## src/hdl/slum_pkg.sv

```systemverilog
// Shared types and constants for the sorted list union merge unit.
package slum_pkg;

	localparam int IDX_PORT_W = 16;

	localparam logic [1:0] OP_APPEND_A = 2'd0;
	localparam logic [1:0] OP_APPEND_B = 2'd1;
	localparam logic [1:0] OP_MERGE    = 2'd2;

	typedef enum logic {
		ST_IDLE,
		ST_MERGE
	} state_t;

endpackage

```

## src/hdl/sorted_list_union_merge_unit.sv

```systemverilog
// Sorted list union merge unit: two list stores and a two-pointer merge sequencer.
// Loads (append to list A or B) leave busy low, so a request can be issued every cycle while
// busy is low. A merge request raises busy until every element of the union has been given
// (one result per cycle, set by the single read port of each list store) and then
// clears both lists and the overflow flag; a merge of two empty lists gives one result
// flagged union_empty without raising busy. Each result appears on the result ports for
// one cycle with strobe high, in the cycle after it is decided; the receiver cannot stall it
// and must take every strobe. A load into a full list is dropped and flagged on the next
// merge's results. No clearing pass follows reset.
module sorted_list_union_merge_unit #(
	parameter int LIST_DEPTH  = 32,
	parameter int INDEX_WIDTH = 16
) (
	input  logic                             clk,
	input  logic                             arst_n,
	input  logic                             start,
	output logic                             busy,
	input  logic [1:0]                       opcode,
	input  logic [slum_pkg::IDX_PORT_W-1:0]  index_value,
	output logic                             strobe,
	output logic [slum_pkg::IDX_PORT_W-1:0]  merged_index,
	output logic                             last_of_run,
	output logic                             union_empty,
	output logic                             overflow_seen
);

	import slum_pkg::*;

	localparam int SW = (INDEX_WIDTH < IDX_PORT_W) ? INDEX_WIDTH : IDX_PORT_W;
	localparam int AW = (LIST_DEPTH > 1) ? $clog2(LIST_DEPTH) : 1;
	localparam int CW = $clog2(LIST_DEPTH + 1);
	localparam logic [CW-1:0] FULL = CW'(LIST_DEPTH);

	state_t state_q, state_d;

	logic [CW-1:0] cnt_a_q, cnt_a_d, cnt_b_q, cnt_b_d;
	logic [CW-1:0] ptr_a_q, ptr_a_d, ptr_b_q, ptr_b_d;
	logic          ovf_q, ovf_d;

	logic          accept;
	logic          we_a, we_b;
	logic [AW-1:0] rd_addr_a, rd_addr_b;
	logic [SW-1:0] head_a, head_b;

	logic          res_vld_d;
	logic [SW-1:0] res_val_d;
	logic          res_last_d, res_empty_d;

	logic          strobe_q;
	logic [SW-1:0] val_q;
	logic          last_q, empty_q, ovf_out_q;

	logic          av, bv, take_a, take_b;

	assign accept = start && (state_q == ST_IDLE);
	assign busy   = (state_q == ST_MERGE);

	assign we_a = accept && (opcode == OP_APPEND_A) && (cnt_a_q != FULL);
	assign we_b = accept && (opcode == OP_APPEND_B) && (cnt_b_q != FULL);

	slum_list_ram #(.DEPTH(LIST_DEPTH), .WIDTH(SW), .AW(AW)) u_list_a (
		.clk     (clk),
		.wr_en   (we_a),
		.wr_addr (cnt_a_q[AW-1:0]),
		.wr_data (index_value[SW-1:0]),
		.rd_addr (rd_addr_a),
		.rd_data (head_a)
	);

	slum_list_ram #(.DEPTH(LIST_DEPTH), .WIDTH(SW), .AW(AW)) u_list_b (
		.clk     (clk),
		.wr_en   (we_b),
		.wr_addr (cnt_b_q[AW-1:0]),
		.wr_data (index_value[SW-1:0]),
		.rd_addr (rd_addr_b),
		.rd_data (head_b)
	);

	always_comb begin
		state_d     = state_q;
		cnt_a_d     = cnt_a_q;
		cnt_b_d     = cnt_b_q;
		ptr_a_d     = ptr_a_q;
		ptr_b_d     = ptr_b_q;
		ovf_d       = ovf_q;
		res_vld_d   = 1'b0;
		res_val_d   = '0;
		res_last_d  = 1'b0;
		res_empty_d = 1'b0;
		av          = ptr_a_q < cnt_a_q;
		bv          = ptr_b_q < cnt_b_q;
		take_a      = 1'b0;
		take_b      = 1'b0;

		case (state_q)
			ST_IDLE: begin
				if (accept) begin
					case (opcode)
						OP_APPEND_A: begin
							if (cnt_a_q == FULL) begin
								ovf_d = 1'b1;
							end else begin
								cnt_a_d = cnt_a_q + 1'b1;
							end
						end
						OP_APPEND_B: begin
							if (cnt_b_q == FULL) begin
								ovf_d = 1'b1;
							end else begin
								cnt_b_d = cnt_b_q + 1'b1;
							end
						end
						OP_MERGE: begin
							ptr_a_d = '0;
							ptr_b_d = '0;
							if ((cnt_a_q == '0) && (cnt_b_q == '0)) begin
								res_vld_d   = 1'b1;
								res_last_d  = 1'b1;
								res_empty_d = 1'b1;
								ovf_d       = 1'b0;
							end else begin
								state_d = ST_MERGE;
							end
						end
						default: begin
						end
					endcase
				end
			end
			ST_MERGE: begin
				// heads come from the stores, addressed by last cycle's next pointers
				if (av && bv) begin
					take_a = (head_a <= head_b);
					take_b = (head_b <= head_a);
				end else begin
					take_a = av;
					take_b = !av;
				end
				res_val_d = take_a ? head_a : head_b;
				ptr_a_d   = ptr_a_q + CW'(take_a);
				ptr_b_d   = ptr_b_q + CW'(take_b);
				res_vld_d = 1'b1;
				if ((ptr_a_d >= cnt_a_q) && (ptr_b_d >= cnt_b_q)) begin
					res_last_d = 1'b1;
					cnt_a_d    = '0;
					cnt_b_d    = '0;
					ovf_d      = 1'b0;
					state_d    = ST_IDLE;
				end
			end
			default: begin
				state_d = ST_IDLE;
			end
		endcase

		rd_addr_a = (ptr_a_d < FULL) ? ptr_a_d[AW-1:0] : '0;
		rd_addr_b = (ptr_b_d < FULL) ? ptr_b_d[AW-1:0] : '0;
	end

	always_ff @(posedge clk or negedge arst_n) begin
		if (!arst_n) begin
			state_q  <= ST_IDLE;
			cnt_a_q  <= '0;
			cnt_b_q  <= '0;
			ptr_a_q  <= '0;
			ptr_b_q  <= '0;
			ovf_q    <= 1'b0;
			strobe_q <= 1'b0;
		end else begin
			state_q  <= state_d;
			cnt_a_q  <= cnt_a_d;
			cnt_b_q  <= cnt_b_d;
			ptr_a_q  <= ptr_a_d;
			ptr_b_q  <= ptr_b_d;
			ovf_q    <= ovf_d;
			strobe_q <= res_vld_d;
		end
	end

	always_ff @(posedge clk) begin
		if (res_vld_d) begin
			val_q     <= res_val_d;
			last_q    <= res_last_d;
			empty_q   <= res_empty_d;
			ovf_out_q <= ovf_q;
		end
	end

	assign strobe        = strobe_q;
	assign merged_index  = IDX_PORT_W'(val_q);
	assign last_of_run   = last_q;
	assign union_empty   = empty_q;
	assign overflow_seen = ovf_out_q;

endmodule

```

## src/hdl/slum_list_ram.sv

```systemverilog
// One list store: single write port, one registered read port.
module slum_list_ram #(
	parameter int DEPTH = 32,
	parameter int WIDTH = 16,
	parameter int AW    = 5
) (
	input  logic             clk,
	input  logic             wr_en,
	input  logic [AW-1:0]    wr_addr,
	input  logic [WIDTH-1:0] wr_data,
	input  logic [AW-1:0]    rd_addr,
	output logic [WIDTH-1:0] rd_data
);

	logic [WIDTH-1:0] mem [0:DEPTH-1];

	always_ff @(posedge clk) begin
		if (wr_en) begin
			mem[wr_addr] <= wr_data;
		end
	end

	always_ff @(posedge clk) begin
		rd_data <= mem[rd_addr];
	end

endmodule
```

## config.mk

```make
export PLATFORM = sky130hd
export DESIGN_NAME = sorted_list_union_merge_unit
export DESIGN_NICKNAME = d
export VERILOG_FILES = /design/src/hdl/slum_pkg.sv /design/src/hdl/sorted_list_union_merge_unit.sv /design/src/hdl/slum_list_ram.sv
export SDC_FILE = /design/constraint.sdc
export NUM_CORES = 1
export LEC_CHECK = 0
export BUFFER_PORTS_ARGS = -buffer_cell sky130_fd_sc_hd__buf_2
export CORE_ASPECT_RATIO = 0.75
export CORE_MARGIN = 8
export CORE_UTILIZATION = 40
export CTS_CLUSTER_DIAMETER = 30
export DETAILED_ROUTE_END_ITERATION = 10
export PLACE_DENSITY = 0.65
export SLEW_MARGIN = 20
export SYNTH_ARGS = -nofsm -noshare
export SYNTH_HDL_FRONTEND = slang
export SYNTH_SLANG_ARGS = --single-unit
```

## constraint.sdc

```tcl
create_clock -name clk -period 11.77 [get_ports clk]
set_input_delay 1.177 -clock clk [delete_from_list [all_inputs] [get_ports clk]]
set_output_delay 1.177 -clock clk [all_outputs]
set_load 0.02 [all_outputs]
```

# ---- Word level (Yosys, flattened, before mapping)
# Memory sizes are Yosys's and may differ from the RTL's. A register that Yosys moved wholly into a read port is not among the register bits.
# Index checks and enable logic that the tools add are counted.
dict set report totals {
  regBits 46
  mem_bits_rw 1024
  out_inout_bits 21
  mem_count 2
}
dict set report op_classes {
  addsub 4
  magnitude_cmp 8
  eq_ne 16
  mux 44
  bitwise 1
  reduce_logical 15
}
# name depth width rd rd_ports_with_merged_regs wr line
set mem_list {}
lappend mem_list {u_list_a.mem 32 16 1 1 1 slum_list_ram.sv:15} ;# logic [WIDTH-1:0] mem [0:DEPTH-1];
lappend mem_list {u_list_b.mem 32 16 1 1 1 slum_list_ram.sv:15}
# operator n
set op_table {}
lappend op_table {{$mux W6} 11}
lappend op_table {{$pmux W6 S2} 4}
lappend op_table {{$le A16 B16 Y1} 2}
lappend op_table {{$mux W1} 21}
lappend op_table {{$mux W16} 1}
lappend op_table {{$add A6 B1 Y6} 2}
lappend op_table {{$add A6 B1 Y6 const B} 2}
lappend op_table {{$eq A6 B6 Y1 const B} 2}
lappend op_table {{$ge A6 B6 Y1} 2}
lappend op_table {{$logic_not A6 Y1} 2}
lappend op_table {{$lt A6 B6 Y1} 2}
lappend op_table {{$lt A6 B6 Y1 const B} 2}
lappend op_table {{$ne A6 B6 Y1 const B} 2}
lappend op_table {{$mux W5} 2}
lappend op_table {{$logic_and A1 B1 Y1} 8}
lappend op_table {{$pmux W1 S2} 4}
lappend op_table {{$reduce_and A4 Y1} 2}
lappend op_table {{$ne A2 B1 Y1 const B} 3}
lappend op_table {{$ne A2 B2 Y1 const B} 3}
lappend op_table {{$ne A3 B2 Y1 const B} 2}
lappend op_table {{$reduce_and A6 Y1} 1}
lappend op_table {{$ne A4 B1 Y1 const B} 1}
lappend op_table {{$ne A3 B3 Y1 const B} 1}
lappend op_table {{$pmux W1 S3} 1}
lappend op_table {{other kinds (5)} 5}

# ---- Logic depth before layout (Yosys ltp)
dict set report logic_depth {
  word_depth 9
  ltp_mapped 24
  depth_no_buf 21
}

# ---- Cells and area by module
# Synthesis repeated with hierarchy kept, for this count alone.
dict set report unflattened {
  hier_cells 2681
  area_unflattened_um2 44710.4
}
# mod instances cells_each area_per_inst_um2 seq_area_each_um2
set modules_own_cells {}
lappend modules_own_cells {{slum_list_ram (u_list_b)} 1 1143 20535.9 15695.1}
lappend modules_own_cells {{slum_list_ram (u_list_a)} 1 1144 20534.7 15695.1}
lappend modules_own_cells {sorted_list_union_merge_unit 1 394 3639.7 1246.2}

# ---- Least setup slack after synthesis
# Ideal clock, no wire load.
dict set report synth_timing {
  path_type {flip-flop to flip-flop}
  start {reg cnt_a_q[2]}
  end {reg u_list_a.rd_data[10], read port of u_list_a.mem}
  arrival_ns 4.580
  t_required_ns 11.692
  setup_slack_ns 7.112
  path_stages_with_launch 22
  path_buffers 5
  period_less_slack_ns 4.658
  path_cell_list {dfrtp_1 clkbuf_1 inv_1 ha_1 a21o_1 a21o_1 a21o_1 a21oi_1 a21boi_0 buf_2 buf_2 ha_1 ha_1 or3b_2 o41ai_1 a32o_1 clkbuf_1 clkbuf_1 o221ai_1 nand3_1 o211ai_1 a32oi_1}
}
dict set report synth_between {
  elab_chain_cells 8
}
# element line
set synth_lines {}
lappend synth_lines {{from (decl)} sorted_list_union_merge_unit.sv:36} ;# logic [CW-1:0] cnt_a_q, cnt_a_d, cnt_b_q, cnt_b_d;
lappend synth_lines {{from (signal assigned)} sorted_list_union_merge_unit.sv:171} ;# cnt_a_q <= cnt_a_d;
lappend synth_lines {{$lt A6 B6 Y1 (*)} sorted_list_union_merge_unit.sv:90} ;# av = ptr_a_q < cnt_a_q;
lappend synth_lines {{$logic_and A1 B1 Y1} sorted_list_union_merge_unit.sv:132} ;# if (av && bv) begin
lappend synth_lines {{$mux W1 (*)} sorted_list_union_merge_unit.sv:132}
lappend synth_lines {{$mux W1 (*)} sorted_list_union_merge_unit.sv:95} ;# case (state_q)
lappend synth_lines {{$add A6 B1 Y6 (*)} sorted_list_union_merge_unit.sv:140} ;# ptr_a_d = ptr_a_q + CW'(take_a);
lappend synth_lines {{$pmux W6 S2 (*)} sorted_list_union_merge_unit.sv:95}
lappend synth_lines {{$lt A6 B6 Y1} sorted_list_union_merge_unit.sv:156} ;# rd_addr_a = (ptr_a_d < FULL) ? ptr_a_d[AW-1:0] : '0;
lappend synth_lines {{$mux W5 (*)} sorted_list_union_merge_unit.sv:156}
lappend synth_lines {{to (decl)} slum_list_ram.sv:12} ;# output logic [WIDTH-1:0] rd_data
# Mark *: on every way between the ends. The rest lies on a longest branch, timed or not. The select of a mux whose other input is x is not followed.
# A chain may end at the register's enable or synchronous reset.

# ---- Final worst setup path
dict set report layout_timing {
  start {reg u_list_a.rd_data[9], read port of u_list_a.mem}
  end {reg u_list_b.rd_data[7], read port of u_list_b.mem}
}
dict set report layout_between {
  elab_chain_cells 7
}
# element line
set layout_lines {}
lappend layout_lines {{$le A16 B16 Y1 (*)} sorted_list_union_merge_unit.sv:134} ;# take_b = (head_b <= head_a);
lappend layout_lines {{$mux W1 (*)} sorted_list_union_merge_unit.sv:132}
lappend layout_lines {{$mux W1 (*)} sorted_list_union_merge_unit.sv:95}
lappend layout_lines {{$add A6 B1 Y6 (*)} sorted_list_union_merge_unit.sv:141} ;# ptr_b_d = ptr_b_q + CW'(take_b);
lappend layout_lines {{$pmux W6 S2 (*)} sorted_list_union_merge_unit.sv:95}
lappend layout_lines {{$lt A6 B6 Y1} sorted_list_union_merge_unit.sv:157} ;# rd_addr_b = (ptr_b_d < FULL) ? ptr_b_d[AW-1:0] : '0;
lappend layout_lines {{$mux W5 (*)} sorted_list_union_merge_unit.sv:157}
lappend layout_lines {{to (decl)} slum_list_ram.sv:12}
# Marked as above.

==> impl_metrics.tcl <==
set metrics [dict create \
    vdd.ir_drop.worst_v 0.000379 \
    cts_resized 0 \
    synth_top_area_share 0.714 \
    placementRows 105 \
    layout_commonest_cell "edfxtp_1" \
    worst_setup_path_end_kind "flip-flop" \
    die_y_um 303 \
    ys_warn_count 0 \
    syn_to_final_growth_pct 20.0 \
    num_io_pins 42 \
    track_usage 0.203 \
    grt_pass1_wl_um 182000 \
    netlist_instances 2982 \
    drc_errors 0 \
    worstPathArrival_ps 7410 \
    nets 3196 \
    dp_slack_ps 5000 \
    max-slew-margin-rel 0.141 \
    grt_max_degree 79 \
    io_buffers 41 \
    synth_top_area_cell "edfxtp_1" \
    worst_slew_pin_slew_ps 1280 \
    holdBufCountCts 0 \
    ff2ff_setup_slack_ps 4940 \
    dominantRegCellSynth "edfxtp_1" \
    clk_latency_ps 760 \
    vias 27767 \
    syn_avg_cell_area_sq_um 14.7 \
    clkSlewWorstSetupHoldPaths_ps 50 \
    globalRouteOverflowTotal 0 \
    avgViaCountPerCell 5.87 \
    layout_setup_ws_ps 4940 \
    maxSlewViolCount 0 \
    p_per_area_nw_per_um2 303 \
    ys_top_cells_by_area "edfxtp_1 71%, nand2_1 2.9%, mux2i_1 2.8%" \
    ctsRootBufferMaster "clkbuf_16" \
    gp_congestion 0.854 \
    antenna_left 0 \
    grt_setup_unrepaired "no" \
    status "finished clean" \
    post_cts_buffers 0 \
    cp_data_required_time_ps 12360 \
    crit_type "reg -> reg" \
    min_path_type "in -> async" \
    ys_seq_elements 1102 \
    finalSetupTns_ps 0 \
    grt_pass1_vias 26437 \
    cts_tree "yes" \
    syn_area_sq_um 43900 \
    dr.pass1.iters 6 \
    drv_cap 0 \
    synth-edff-count 1043 \
    final_cell_mix "1043 x edfxtp_1, 340 x nand2_1, 215 x nor2_1, 196 x o22ai_1, 186 x clkbuf_16" \
    finClkSkew_ps 26.4 \
    layout-drive-gt1-share 0.157 \
    fin_crit_ps 6830 \
    synth_nets 3053 \
    cts_buffers 185 \
    antenna_found_initial 4 \
    synth.distinct_cells 80 \
    htreeDepth 4 \
    wl_per_cell_um 26.6 \
    start_util 0.402 \
    setup_violations 0 \
    routed_wirelength_um 126000 \
    fin_area_sq_um 52700 \
    synthArstFlopShare 0.0245 \
    cts.path.max_buffers 3 \
    total_power_mw 16.0 \
    hpwl_um 72400 \
    dpl_cell_area_sq_um 46000 \
    drt_iter0_drc 3880 \
    finalCritPeriodShare 0.580 \
    hold_viol 0 \
    core_sq_um 109000 \
    clock_sinks 1102 \
    p_leak_nw 17.9 \
    cp-start-kind "flip-flop" \
    cp_max_fo 78 \
    die_x_um 398 \
    die_area_sq_um 121000 \
    synth_seq_area_share 0.744 \
    fmax_ghz 0.146 \
]
-- per-stage QoR --
stage / hold slack, ps / utilization / std cells
after global routing: 506 / 0.483 / 4724
after floorplan: 425 / - / 2982
after detailed placement: 473 / 0.422 / 4382
after global placement: 468 / 0.422 / 4382
final: 457 / 0.483 / 4727
after CTS: 472 / 0.482 / 4724
-- cell type report --
type                    instances  area [sq um]
flip-flops and latches       1102         32600
diodes                          3          7.51
inverters                      38           143
fillers                      9108         56400
clock inverters               142          1890
well taps                    1444          1810
clock buffers                 200          4730
repair buffers                152          1040
multi-input cells            1646         10400
-- power by group --
group	internal [mW]	switching, mW	total (mW)	leakage (nW)
clock network	3.68	1.96	5.64	3.16
registers	4.49	0.123	4.61	10.0
logic	1.63	4.08	5.71	4.71
-- worst paths after layout --
path,start,to,cells past startpoint
max,u_list_a.rd_data[9],u_list_b.rd_data[7],20
min,arst_n,ptr_a_q[5],1
max reg2reg,u_list_a.rd_data[9],u_list_b.rd_data[7],20
min reg2reg,ovf_q,overflow_seen,0
max in group asynchronous,arst_n,busy,1
min in group clk,ovf_q,overflow_seen,0
-- cell families after synthesis --
kind of cell | after synthesis | share of synthesized area
xor gates and xnor gates | 22 | 0.00439
adders and majority gates | 50 | 0.0143
muxes | 124 | 0.0283
DFF | 1102 | 0.744
buffers and inverters | 234 | 0.0234
AOI/OAI and AO/OA | 691 | 0.111
and+or+nand+nor | 759 | 0.0751
-- state kept, by name, indices dropped and copies added, names as in the netlist, 6 cells and up --
| register | flops |
|---|---|
| ptr_b_q | 6 |
| u_list_b.mem | 512 |
| u_list_a.mem | 512 |
| cnt_a_q | 6 |
| cnt_b_q | 6 |
| u_list_a.rd_data | 16 |
| u_list_b.rd_data | 16 |
| merged_index | 16 |
| ptr_a_q | 6 |
-- cells in the mapped netlist, types with 15 or more instances --
cell      count
a32oi_1      16
a21o_1       16
mux2i_1     123
o21ai_0      46
ha_1         50
o21a_1       15
o211ai_1     15
a221oi_1     15
inv_1        37
and3_1       34
clkbuf_1    102
nand2_1     342
a31oi_1      47
dfxtp_1      32
a211oi_1     25
buf_2        68
dfrtp_1      27
nor2_1      220
a21oi_1      92
edfxtp_1   1043
o22ai_1     196
a31o_2       15
nand3_1      73
o221ai_1    100
nor3_1       19
-- worst max-delay path, stage by stage, from the launching register on --
cell	delay, ps
dfxtp_1	320
inv_1	40
ha_1	310
a21o_1	180
a21o_1	170
a21oi_1	240
o21ai_0	130
a21oi_1	260
nor2_1	70
o21ai_0	450
ha_1	390
ha_1	230
nand3_1	80
or3_1	410
nand3_4	670
buf_4	760
nand2_1	630
o22ai_1	340
nor2_1	150
o21a_1	330
a211oi_1	450
-- routing by layer --
layer / global-route usage / wire length [um] / up-vias
met1: 0.299 / 54300 / 13862
met3: 0.0920 / 18700 / 198
met5: 0 / 27 / -
met4: 0.0556 / 2640 / 4
li1: - / - / 12124
met2: 0.269 / 50200 / 1579
Power figures use the tool's default switching activity.
